[src/design/wf3_pkg.sv]
// Types, constants and codes shared by the 3x3 window filter.
package wf3_pkg;

	localparam int DEF_WIDTH  = 64;
	localparam int DEF_HEIGHT = 64;

	localparam int PIX_CW   = 8;
	localparam int CHANNELS = 3;
	localparam int PIX_W    = PIX_CW * CHANNELS;
	localparam int LINE_W   = 2 * PIX_W;   // {row two up, row one up}

	localparam int WIN_N = 3;
	localparam int TAPS  = WIN_N * WIN_N;
	localparam int TAP_N = 1;
	localparam int TAP_W = 3;
	localparam int TAP_C = 4;
	localparam int TAP_E = 5;
	localparam int TAP_S = 7;

	// box sum of nine bytes, sharpen value as signed
	localparam int SUM_W   = 12;
	localparam int SHARP_W = 12;

	// floor(x/9) = (x*1821) >> 14 for x below 2296
	localparam int DIV9_MUL   = 1821;
	localparam int DIV9_MUL_W = 11;
	localparam int DIV9_SHIFT = 14;
	localparam int PROD_W     = SUM_W + DIV9_MUL_W;

	localparam int PIX_MAX = 255;

	localparam int APB_AW = 3;
	localparam int APB_DW = 32;
	localparam logic REG_FILTER_MODE = 1'b0;   // word index, paddr[2]

	typedef logic [PIX_W-1:0] pixel_t;

	typedef enum logic {
		MODE_BLUR  = 1'b0,
		MODE_SHARP = 1'b1
	} mode_t;

	typedef struct packed {
		logic [PIX_CW-1:0] in_red;
		logic [PIX_CW-1:0] in_green;
		logic [PIX_CW-1:0] in_blue;
		logic              flush;
	} pix_in_t;

	typedef struct packed {
		logic [PIX_CW-1:0] out_red;
		logic [PIX_CW-1:0] out_green;
		logic [PIX_CW-1:0] out_blue;
		logic              end_of_frame;
	} pix_out_t;

	typedef struct packed {
		logic  load;     // s1 -> s2 move of an emitting word
		mode_t mode;
		logic  border;   // s2: pass the center through
		logic  flush;    // s2: pass the raw line value through
	} lane_ctl_t;

endpackage

[src/design/wf3_line_buf.sv]
// Two packed line rows in one RAM, one write and one registered read port.
module wf3_line_buf #(
	parameter int DEPTH = wf3_pkg::DEF_WIDTH
) (
	input  logic                      clk,
	input  logic                      wr_en,
	input  logic [$clog2(DEPTH)-1:0]  wr_addr,
	input  logic [wf3_pkg::LINE_W-1:0] wr_data,
	input  logic                      rd_en,
	input  logic [$clog2(DEPTH)-1:0]  rd_addr,
	output logic [wf3_pkg::LINE_W-1:0] rd_data
);
	import wf3_pkg::*;

	logic [LINE_W-1:0] mem [DEPTH];

	always_ff @(posedge clk) begin
		if (wr_en) begin
			mem[wr_addr] <= wr_data;
		end
		if (rd_en) begin
			rd_data <= mem[rd_addr];
		end
	end

endmodule

[config.mk]
export PLATFORM = sky130hd
export DESIGN_NAME = wf3_line_buf
export DESIGN_NICKNAME = d
export VERILOG_FILES = /design/src/design/wf3_pkg.sv /design/src/design/wf3_line_buf.sv
export SDC_FILE = /design/constraint.sdc
export NUM_CORES = 2
export LEC_CHECK = 0
export BUFFER_PORTS_ARGS = -buffer_cell sky130_fd_sc_hd__clkbuf_2
export CORE_ASPECT_RATIO = 1.2
export CORE_UTILIZATION = 55
export CTS_BUF_LIST = sky130_fd_sc_hd__clkbuf_16
export CTS_CLUSTER_DIAMETER = 30
export CTS_CLUSTER_SIZE = 40
export DETAILED_ROUTE_END_ITERATION = 10
export GPL_TIMING_DRIVEN = 0
export HOLD_SLACK_MARGIN = 0.03
export PLACE_DENSITY = 0.71
export SLEW_MARGIN = 0
export SYNTH_ARGS = -nofsm -noshare
export SYNTH_HDL_FRONTEND = slang
export SYNTH_SLANG_ARGS = --single-unit
[constraint.sdc]
create_clock -name clk -period 12.8 [get_ports clk]
set_clock_uncertainty 0.1 [all_clocks]
set_input_delay 1.92 -clock clk [delete_from_list [all_inputs] [get_ports clk]]
set_output_delay 1.92 -clock clk [all_outputs]
set_load 0.005 [all_outputs]
# Word level (Yosys, flattened, before mapping)
# Memory sizes are Yosys's and may differ from the RTL's. A register that Yosys moved wholly into a read port is not among the register bits.
# Index checks and enable logic that the tools add are counted.
word_totals:
  regBits: 0
  latch_bits: 0
  ramBits: 3072
  mem_bits_ro: 0
  inputBits: 63
  wordCells: 3
  memories: 1
op_classes:
  n_addsub: 0
  mul: 0
  div_mod_pow: 0
  magnitude_cmp: 0
  eq_ne: 0
  shift: 0
  mux: 2
  n_bitwise: 0
  n_reduce_logical: 0
memory_table:
  columns: ["name", "words", "width", "rd", "rd_clocked_by_memory_dff", "write_ports", "line", "rtl"]
  rows:
  - ["mem", 64, 48, 1, 1, 1, "wf3_line_buf.sv:15", "logic [LINE_W-1:0] mem [DEPTH];"]
op_table:
  columns: ["cell", "count"]
  rows:
  - ["$mux W1", 2]

# Logic depth before layout (Yosys ltp)
logic_depth:
  word_depth: 2
  mapped_depth: 9
  mapped_depth_nobuf: 5

# Worst setup path after synthesis
# OpenSTA, ideal clock, no wires.
synth_timing:
  path_kind: "input -> register"
  start: "in wr_addr[3]"
  end: "mem mem[48][0] (netlist bit) (enable)"
  setup_time_ps: 513
  t_arrival_ps: 5692
  t_required_ps: 12187
  setup_slack_ps: 6495
  path_stages: 4
  n_path_buf: 1
  path_cell_list: "clkbuf_1 > nor2b_1 > nand4b_1 > nor3_1"
synth_rtl:
  columns: ["element", "line", "rtl"]
  rows:
  - ["start, declared", "wf3_line_buf.sv:7", "input logic [$clog2(DEPTH)-1:0] wr_addr,"]
  - ["end, declared", "wf3_line_buf.sv:15", null]
# No word-level cell before the write port.

==> impl_metrics.env <==
export IMPL_worstPathArrival_ps=6110
export IMPL_pwr_share_comb=0.045
export IMPL_port_buffers=102
export IMPL_vias=61600
export IMPL_synth_area_um2=118000
export IMPL_cts_htree_levels=5
export IMPL_async_reset_ff_frac=0
export IMPL_placed_cell_area_um2=125000
export IMPL_antenna_left=0
export IMPL_post_cts_resized=0
export IMPL_grt_pass1_vias=62900
export IMPL_layout_drive_gt1_share=0.335
export IMPL_setup_viol=0
export IMPL_rsz0062_at_grt="false"
export IMPL_cp_startpoint="rd_addr[3]"
export IMPL_finalCriticalPeriod_ps=5600
export IMPL_cts_root_buf="clkbuf_16"
export IMPL_clk_pin_slew_ps=50
export IMPL_synth_fp_nets=5033
export IMPL_seq_area_frac_synth=0.797
export IMPL_rows=185
export IMPL_maxSlewHeadroom=-0.0756
export IMPL_grt_total_usage=0.323
export IMPL_ys_types=35
export IMPL_intPower_mw=19.7
export IMPL_violations="DRC, capacitance limit, slew limit"
export IMPL_yosysTopAreaCellShare=0.797
export IMPL_hold_path_startpoint="mem[59][20]$_DFFE_PP_"
export IMPL_power_mw=25.2
export IMPL_path_cells="clkbuf_2 > clkbuf_1 > and2_1 > buf_2 > clkbuf_1 > a221oi_1 > a221oi_1"
export IMPL_hp_class="reg2reg"
export IMPL_worst_pin_slew_ps=1610
export IMPL_fillCellCount=12700
export IMPL_p_sw_frac=0.218
export IMPL_ios=111
export IMPL_synth_edff_count=3120
export IMPL_synth_top_area_cell="edfxtp_1"
export IMPL_peakVddDrop_uv=140
export IMPL_cts_buffer_depth=4
export IMPL_fmax_ghz=0.179
export IMPL_holdWs_ps=941
export IMPL_dp_slack_ps=6430
export IMPL_dr_pass1_iters=11
export IMPL_cts_sinks=3120
export IMPL_cp_num_buf_inv=4
export IMPL_crit_required_ps=13310
export IMPL_die_w_um=424
export IMPL_rr_worst_depth=5
export IMPL_synth_flop_cell="edfxtp_1"
export IMPL_hpwl_mm=214
export IMPL_place_congestion=0.865
export IMPL_outcome="finished with violations"
export IMPL_coreArea_um2=212000
export IMPL_reg2reg_from="mem[44][43]$_DFFE_PP_"
export IMPL_die_area_um2=216000
export IMPL_yosysMostFrequentCell="edfxtp_1"
export IMPL_routed_via_density=6.92
export IMPL_overflow=0
export IMPL_clk_insertion_delay_late_ps=1000
export IMPL_fin_nets=5776
export IMPL_setup_slack_ps=7200
export IMPL_grt_max_degree=65
export IMPL_fin_tns_setup_ps=0
export IMPL_critPathMaxStageDelay_ps=1230
export IMPL_synth_warning_count=0
export IMPL_end_kind="flop"
export IMPL_crit_family="buffers and inverters"
export IMPL_chipHeight_um=509
export IMPL_p_switching_mw=5.48
export IMPL_numCtsBuffers=471
export IMPL_ys_top_cells_by_area="edfxtp_1 80%, mux4_2 14%, o22ai_1 0.65%"
export IMPL_fin_crit_sh=0.437
export IMPL_slowest_stage="clkbuf_1"
export IMPL_crit_fanout=10
export IMPL_antenna_found_initial=9
export IMPL_power_frac_clock=0.503
export IMPL_pwr_share_seq=0.452
export IMPL_hold_viol_final=0
export IMPL_cts_tree="built"
export IMPL_synth_common_cells="3120 x edfxtp_1, 754 x mux4_2, 132 x nor2_1, 122 x o22ai_1"
export IMPL_start_util=0.555
export IMPL_fin_util=0.666
export IMPL_area_growth_pct=20.1
export IMPL_min_delay_path_depth=4
export IMPL_powerDensity_nw_per_um2=178
export IMPL_drc=18
export IMPL_ys_ff_latch=3120
export IMPL_cp_depth=7
export IMPL_syn_area_per_cell_um2=23.7
export IMPL_critPathLaunchType="primary input"
export IMPL_cts_setup_buffers=0
export IMPL_syn_instance_count=4970
export IMPL_cellLeakagePower_nw=45.2
export IMPL_wire_per_inst_um=39.0
export IMPL_drt_iter0_markers=9332
export IMPL_dp_cells=8028
export IMPL_final_area_um2=141000
export IMPL_grt_pass1_wl_mm=477
export IMPL_ctsHoldBuffers=0
export IMPL_routed_wl_mm=347
export IMPL_max_cap_violations=1
export IMPL_final_max_slew_viol_count=43
export IMPL_path_class="in2reg"
export IMPL_fin_cells=8908
==> layer usage <==
metal  up-vias  share of wire  track usage  routed length, µm
li1      23200              -            -                  -
met1     32200           0.33        0.404             114000
met2      5165           0.48        0.516             167000
met3      1011           0.12       0.0758              41000
met4         4          0.070        0.199              24200
met5         -       0.000086            0                 30
==> power by group through the flow <==
stage / combinational [mW] / sequential [mW] / clock, mW
2_1_floorplan: 0.541 / 11.6 / 0
3_3_place_gp: 1.05 / 11.6 / 0
3_5_place_dp: 1.10 / 11.6 / 0
4_1_cts: 1.11 / 11.4 / 12.7
5_1_grt: 1.16 / 11.4 / 13.1
6_report: 1.14 / 11.4 / 12.7
==> area by class of cell <==
cell class,count,area (µm²),share of cell area
antenna,6,15.0,0.000106
buffer,282,1500,0.0106
clock buffer,474,11900,0.0840
clock inverter,383,3810,0.0270
multi-input combinational,1568,22900,0.162
sequential,3120,93700,0.663
tap,2805,3510,0.0249
timing repair buffer,270,3940,0.0279
==> state kept, by name, summed over array words and instances, names as in the netlist <==
name	cells
rd_data	48
mem	3072
==> placed cells by master (no fill, tap or decap), types with 63 or more instances in the layout <==
master	netlist	layout
clkinv_2	0	78
nor2_1	132	70
clkbuf_1	98	97
buf_12	0	126
clkbuf_16	0	474
a221oi_1	83	83
mux4_2	754	754
a21oi_1	74	74
edfxtp_1	3120	3120
o22ai_1	122	122
mux2i_1	63	63
buf_2	98	110
a22oi_1	72	72
clkbuf_2	1	91
==> final timing paths <==
kind	slack, ps	endpoint
setup / recovery	7200	rd_data[43]$_DFFE_PP_
hold / removal	940	rd_data[20]$_DFFE_PP_
setup reg to reg	9770	rd_data[43]$_DFFE_PP_
hold reg to reg	940	rd_data[20]$_DFFE_PP_
==> cells by family after synthesis <==
group / count (synthesis) / synth area share
compound gates: 486 / 0.0301
buf+inv: 282 / 0.0127
flops: 3120 / 0.797
mux: 829 / 0.151
simple gates: 253 / 0.00953
==> worst reg2reg max path, stage by stage, from the launching register on <==
cell and delay [ps]:
edfxtp_1 340, mux4_2 240, o221ai_1 150, a21oi_1 500
a21oi_1 230, a221oi_1 1100
Note: power is estimated with default switching activity, not from simulation.
