## config.mk

```make
export PLATFORM = sky130hd
export DESIGN_NAME = wf3_lane
export DESIGN_NICKNAME = d
export VERILOG_FILES = /design/src/design/wf3_pkg.sv /design/src/design/wf3_lane.sv
export SDC_FILE = /design/constraint.sdc
export NUM_CORES = 1
export LEC_CHECK = 0
export BUFFER_PORTS_ARGS = -buffer_cell sky130_fd_sc_hd__buf_2
export CAP_MARGIN = 10
export CORE_MARGIN = 5
export CORE_UTILIZATION = 30
export DETAILED_ROUTE_END_ITERATION = 12
export PLACE_DENSITY_LB_ADDON = 0.05
export SLEW_MARGIN = 10
export SYNTH_ARGS = -nofsm -noshare
export SYNTH_HDL_FRONTEND = slang
export SYNTH_SLANG_ARGS = --single-unit
```

## constraint.sdc

```tcl
create_clock -name clk -period 6.4 [get_ports clk]
set_input_delay 1.28 -clock clk [delete_from_list [all_inputs] [get_ports clk]]
set_output_delay 1.28 -clock clk [all_outputs]
set_load 0.01 [all_outputs]
```

## src/design/wf3_pkg.sv

```systemverilog
// Types, constants and codes shared by the 3x3 window filter.
package wf3_pkg;

	localparam int DEF_WIDTH  = 64;
	localparam int DEF_HEIGHT = 64;

	localparam int PIX_CW   = 8;
	localparam int CHANNELS = 3;
	localparam int PIX_W    = PIX_CW * CHANNELS;
	localparam int LINE_W   = 2 * PIX_W;   // {row two up, row one up}

	localparam int WIN_N = 3;
	localparam int TAPS  = WIN_N * WIN_N;
	localparam int TAP_N = 1;
	localparam int TAP_W = 3;
	localparam int TAP_C = 4;
	localparam int TAP_E = 5;
	localparam int TAP_S = 7;

	// box sum of nine bytes, sharpen value as signed
	localparam int SUM_W   = 12;
	localparam int SHARP_W = 12;

	// floor(x/9) = (x*1821) >> 14 for x below 2296
	localparam int DIV9_MUL   = 1821;
	localparam int DIV9_MUL_W = 11;
	localparam int DIV9_SHIFT = 14;
	localparam int PROD_W     = SUM_W + DIV9_MUL_W;

	localparam int PIX_MAX = 255;

	localparam int APB_AW = 3;
	localparam int APB_DW = 32;
	localparam logic REG_FILTER_MODE = 1'b0;   // word index, paddr[2]

	typedef logic [PIX_W-1:0] pixel_t;

	typedef enum logic {
		MODE_BLUR  = 1'b0,
		MODE_SHARP = 1'b1
	} mode_t;

	typedef struct packed {
		logic [PIX_CW-1:0] in_red;
		logic [PIX_CW-1:0] in_green;
		logic [PIX_CW-1:0] in_blue;
		logic              flush;
	} pix_in_t;

	typedef struct packed {
		logic [PIX_CW-1:0] out_red;
		logic [PIX_CW-1:0] out_green;
		logic [PIX_CW-1:0] out_blue;
		logic              end_of_frame;
	} pix_out_t;

	typedef struct packed {
		logic  load;     // s1 -> s2 move of an emitting word
		mode_t mode;
		logic  border;   // s2: pass the center through
		logic  flush;    // s2: pass the raw line value through
	} lane_ctl_t;

endpackage

```

## src/design/wf3_lane.sv

```systemverilog
// One color channel of the filter: window sums, then divide/clamp and select.
module wf3_lane (
	input  logic                                    clk,
	input  wf3_pkg::lane_ctl_t                      ctl,
	input  logic [wf3_pkg::TAPS-1:0][wf3_pkg::PIX_CW-1:0] taps,
	input  logic [wf3_pkg::PIX_CW-1:0]              raw,
	output logic [wf3_pkg::PIX_CW-1:0]              result
);
	import wf3_pkg::*;

	logic        [SUM_W-1:0]   box_sum;
	logic        [SUM_W-1:0]   box_sum_s2;
	logic signed [SHARP_W-1:0] sharp;
	logic signed [SHARP_W-1:0] sharp_s2;
	logic        [PIX_CW-1:0]  center_s2;
	logic        [PROD_W-1:0]  prod;
	logic        [PIX_CW-1:0]  blur_px;
	logic        [PIX_CW-1:0]  sharp_px;

	always_comb begin
		box_sum = '0;
		for (int i = 0; i < TAPS; i++) begin
			box_sum = box_sum + SUM_W'(taps[i]);
		end
	end

	// 5*c - n - s - w - e, wraps cleanly into two's complement
	assign sharp = SHARP_W'({taps[TAP_C], 2'b00}) + SHARP_W'(taps[TAP_C])
		- SHARP_W'(taps[TAP_N]) - SHARP_W'(taps[TAP_S])
		- SHARP_W'(taps[TAP_W]) - SHARP_W'(taps[TAP_E]);

	always_ff @(posedge clk) begin
		if (ctl.load) begin
			box_sum_s2 <= box_sum;
			sharp_s2   <= sharp;
			center_s2  <= taps[TAP_C];
		end
	end

	assign prod    = PROD_W'(box_sum_s2) * PROD_W'(DIV9_MUL);
	assign blur_px = prod[DIV9_SHIFT +: PIX_CW];

	always_comb begin
		priority if (sharp_s2 < 0) begin
			sharp_px = '0;
		end else if (sharp_s2 > SHARP_W'(PIX_MAX)) begin
			sharp_px = PIX_CW'(PIX_MAX);
		end else begin
			sharp_px = sharp_s2[PIX_CW-1:0];
		end
	end

	always_comb begin
		priority if (ctl.flush) begin
			result = raw;
		end else if (ctl.border) begin
			result = center_s2;
		end else begin
			unique case (ctl.mode)
				MODE_BLUR:  result = blur_px;
				MODE_SHARP: result = sharp_px;
				default:    result = blur_px;
			endcase
		end
	end

endmodule

```

## After elaboration in Yosys (flattened, before gate mapping)

Index checks and enable logic that the tools add are counted.

- Register bits: 32
- Input bits: 85
- Output and inout port bits: 8
- Logic and storage cells: 25

- Add/subtract/negate cells: 13
- Multiply operators: 1
- Order comparisons: 2
- Muxes and demuxes: 5
- Bitwise gates (word level): 1

Operators with widths:

| operator | number |
|---|---|
| $add 12x8->12 | 4 |
| $sub 12x8->12 | 3 |
| $mux 8 | 4 |
| $add 10x8->11 | 2 |
| $mul 12x11->22 const B | 1 |
| $pmux 8 s2 | 1 |
| $add 11x8->12 | 1 |
| $gt 12x9->1 const B | 1 |
| $lt 12x1->1 const B | 1 |
| $sub 11x8->12 | 1 |
| $add 9x8->10 | 1 |
| $add 8x8->9 | 1 |
| $not 1->1 | 1 |

## Logic depth before layout (Yosys ltp)

- Depth after elaboration: 8
- Gate-level depth with buffers: 19
- Gate-level depth less buffers: 19

## Least setup slack after synthesis

No wires, ideal clock.

- Kind: flip-flop to output port
- From: reg box_sum_s2[2]
- To: out result[5] (netlist name)
- Arrival: 4.435 ns
- Required time: 5.120 ns
- Path slack: 0.685 ns
- Cell stages (with the launch flop): 20
- Buffers on the path: 0
- Cell sequence: edfxtp_1 > inv_1 > fa_1 > inv_1 > ha_1 > inv_1 > fa_1 > inv_1 > fa_1 > inv_1 > fa_1 > inv_1 > ha_1 > a21oi_1 > nor2_1 > a211oi_2 > o211ai_2 > a31oi_1 > xor2_1 > o221ai_1

- Word-level cells in the longest chain between the ends: 4

RTL lines:

| what | RTL line | text |
|---|---|---|
| start: declaration | wf3_lane.sv:12 | `logic [SUM_W-1:0] box_sum_s2;` |
| start signal: assignment | wf3_lane.sv:34 | `box_sum_s2 <= box_sum;` |
| $mul 12x11->22 | wf3_lane.sv:40 | `assign prod = PROD_W'(box_sum_s2) * PROD_W'(DIV9_MUL);` |
| $pmux 8 s2 | wf3_lane.sv:59 | `unique case (ctl.mode)` |
| $mux 8 | wf3_lane.sv:56 | `end else if (ctl.border) begin` |
| $mux 8 | wf3_lane.sv:54 | `priority if (ctl.flush) begin` |
| end: declaration | wf3_lane.sv:7 | `output logic [wf3_pkg::PIX_CW-1:0] result` |

Every way passes these cells.

## Worst setup path after layout

- From: reg box_sum_s2[9]
- To: out result[5] (netlist name)

Same word-level chain as after synthesis.

==> flow_metrics.env <==
export IMPL_status="finished clean"
export IMPL_place_inst=883
export IMPL_avgSynthCellArea_um2=11.29
export IMPL_final_common_cell="fa_1"
export IMPL_area_delta_synth_final_pct=18.18
export IMPL_place_area_um2=6769
export IMPL_drt_wl_total_mm=13.41
export IMPL_cts_max_level=2
export IMPL_antenna_found_initial=0
export IMPL_timing_final_max_slew_violations=0
export IMPL_clockBufferDepth=2
export IMPL_initial_core_util_pct=30.61
export IMPL_overflow=0
export IMPL_numClockSinks=32
export IMPL_drive_gt1_share_pct=21.00
export IMPL_timing_final_ws_setup_ns=0.1877
export IMPL_clk_pin_slew_ns=0.05
export IMPL_synth_main_ff_cell="edfxtp_1"
export IMPL_synth_seq_cells=32
export IMPL_yosysSeqAreaShare_pct=16.03
export IMPL_ant_nets=0
export IMPL_grt_pass1_vias=4453
export IMPL_viasPerCell=4.389
export IMPL_synth_edff_count=32
export IMPL_io_pins=93
export IMPL_cts_buffers=5
export IMPL_worstSetupEndpointType="output port"
export IMPL_gp_congestion=0.8056
export IMPL_synth_cells=531
export IMPL_dp_slack_ns=0.2872
export IMPL_dieArea_um2=22910
export IMPL_yosysWarnings=0
export IMPL_final_cell_mix="115 x fa_1, 111 x inv_1, 92 x buf_2"
export IMPL_dp_final_hpwl_mm=12.56
export IMPL_path_class="flip-flop to output port"
export IMPL_timing_final_crit_share_pct=97.07
export IMPL_finalSetupViolations=0
export IMPL_syn_area_um2=5996
export IMPL_route_detailed_drc=0
export IMPL_utilization_pct=36.17
export IMPL_num_vias=3963
export IMPL_portBuffers=92
export IMPL_num_nets_final=931
export IMPL_dr_pass1_iters=4
export IMPL_start_kind="flip-flop"
export IMPL_die_h_um=151.4
export IMPL_diodes=0
export IMPL_synthArstFlopShare_pct=0
export IMPL_hold_path_depth=1
export IMPL_yosys_cell_types_count=44
export IMPL_period_needed_ns=6.212
export IMPL_fill_cells=2035
export IMPL_max_freq_mhz=161.0
export IMPL_cts_hold_buf=0
export IMPL_holdCritPathClass="input port to flip-flop"
export IMPL_cts_tree="yes"
export IMPL_drt_initial_drc_count=51
export IMPL_core_um2=19590
export IMPL_design_area_um2=7086
export IMPL_die_w_um=151.4
export IMPL_relSlewSlack_pct=52.56
export IMPL_grt_max_degree=33
export IMPL_cp_arrival_ns=4.93
export IMPL_finalHoldViolCount=0
export IMPL_seqCellArea_um2=960.9
export IMPL_tightest_slew_ns=0.7116
export IMPL_clock_root_buffer="clkbuf_16"
export IMPL_grt_usage_pct=12.23
export IMPL_wl_per_cell_um=14.85
export IMPL_critPathRequiredTime_ns=5.12
export IMPL_drv_cap=0
export IMPL_grt_pass1_wl_mm=21.91
export IMPL_syn_nets=824
export IMPL_cp_max_fo=3
export IMPL_fp_row_count=51
export IMPL_stdcell_count=903
export IMPL_multi_input_area_um2=4663
metal layers:
metal	routed length, um	vias up	track usage, %
met2	7379	39	22.05
met4	97	0	2.448
met1	5730	1965	15.88
met5	0	-	0
li1	-	1955	-
met3	199	4	1.346
Yosys cell counts (all sizes together), types with 7 or more instances:
cell type  instances  area share [%]
inv              116             7.3
fa               115              38
ha                93              19
edfxtp            32              16
a21oi             22             2.0
nor2              21             1.3
o21ai             16             1.3
xnor2             15             2.2
nand2             14            0.88
xor2              11             1.6
nor3               9            0.75
a21o               7            0.88
critical path, stage by stage (launching register included):
cell and delay (ns):
edfxtp_1 0.45, buf_6 0.16, fa_1 0.58, ha_4 0.23, fa_1 0.52, inv_1 0.05
fa_1 0.45, fa_1 0.38, inv_1 0.10, ha_4 0.22, a211oi_2 0.23, nor2_1 0.09
a211oi_2 0.34, o211ai_2 0.18, a31oi_1 0.20, xor2_1 0.18, o221ai_1 0.15, buf_2 0.16
per-stage QoR:
step | setup TNS [ns] | hold WS, ns
4_1_cts | 0 | 1.230
3_3_place_gp | 0 | 1.523
5_1_grt | -0.006259 | 1.228
2_1_floorplan | 0 | 1.379
6_report | 0 | 1.234
3_5_place_dp | 0 | 1.520
cell families after synthesis:
family | Yosys count | synth area share (%)
adder cells (fa/ha/maj) | 208 | 57.80
buffers and inverters | 121 | 7.575
AO/OA/AOI/OAI | 80 | 9.641
AND/OR/NAND/NOR | 64 | 5.155
flip-flops | 32 | 16.03
XOR/XNOR | 26 | 3.798
flip-flops by register name, indices dropped and copies added, names as in the netlist:
signal / count
box_sum_s2: 12
center_s2: 8
sharp_s2: 12
cell type report:
class / count / area share, %
multi-input cells: 378 / 65.81
flip-flops and latches: 32 / 13.56
repair buffers: 105 / 7.929
inverters: 116 / 6.145
well taps: 265 / 4.679
clock buffers: 5 / 1.766
clock inverters: 2 / 0.1060
timing repair:
item	CTS	global route
gates resized for setup	0	16
setup endpoints to repair	1	7
buffers inserted	2	11
pin swaps	1	16
worst paths after layout:
kind	slack (ns)	end	from
min	1.23	center_s2[1]	taps[33]
max	0.19	result[5]	box_sum_s2[9]
Power is left out: the tool's default activity adds up to more than one toggle a clock period on the data nets, which glitch-free logic cannot reach.
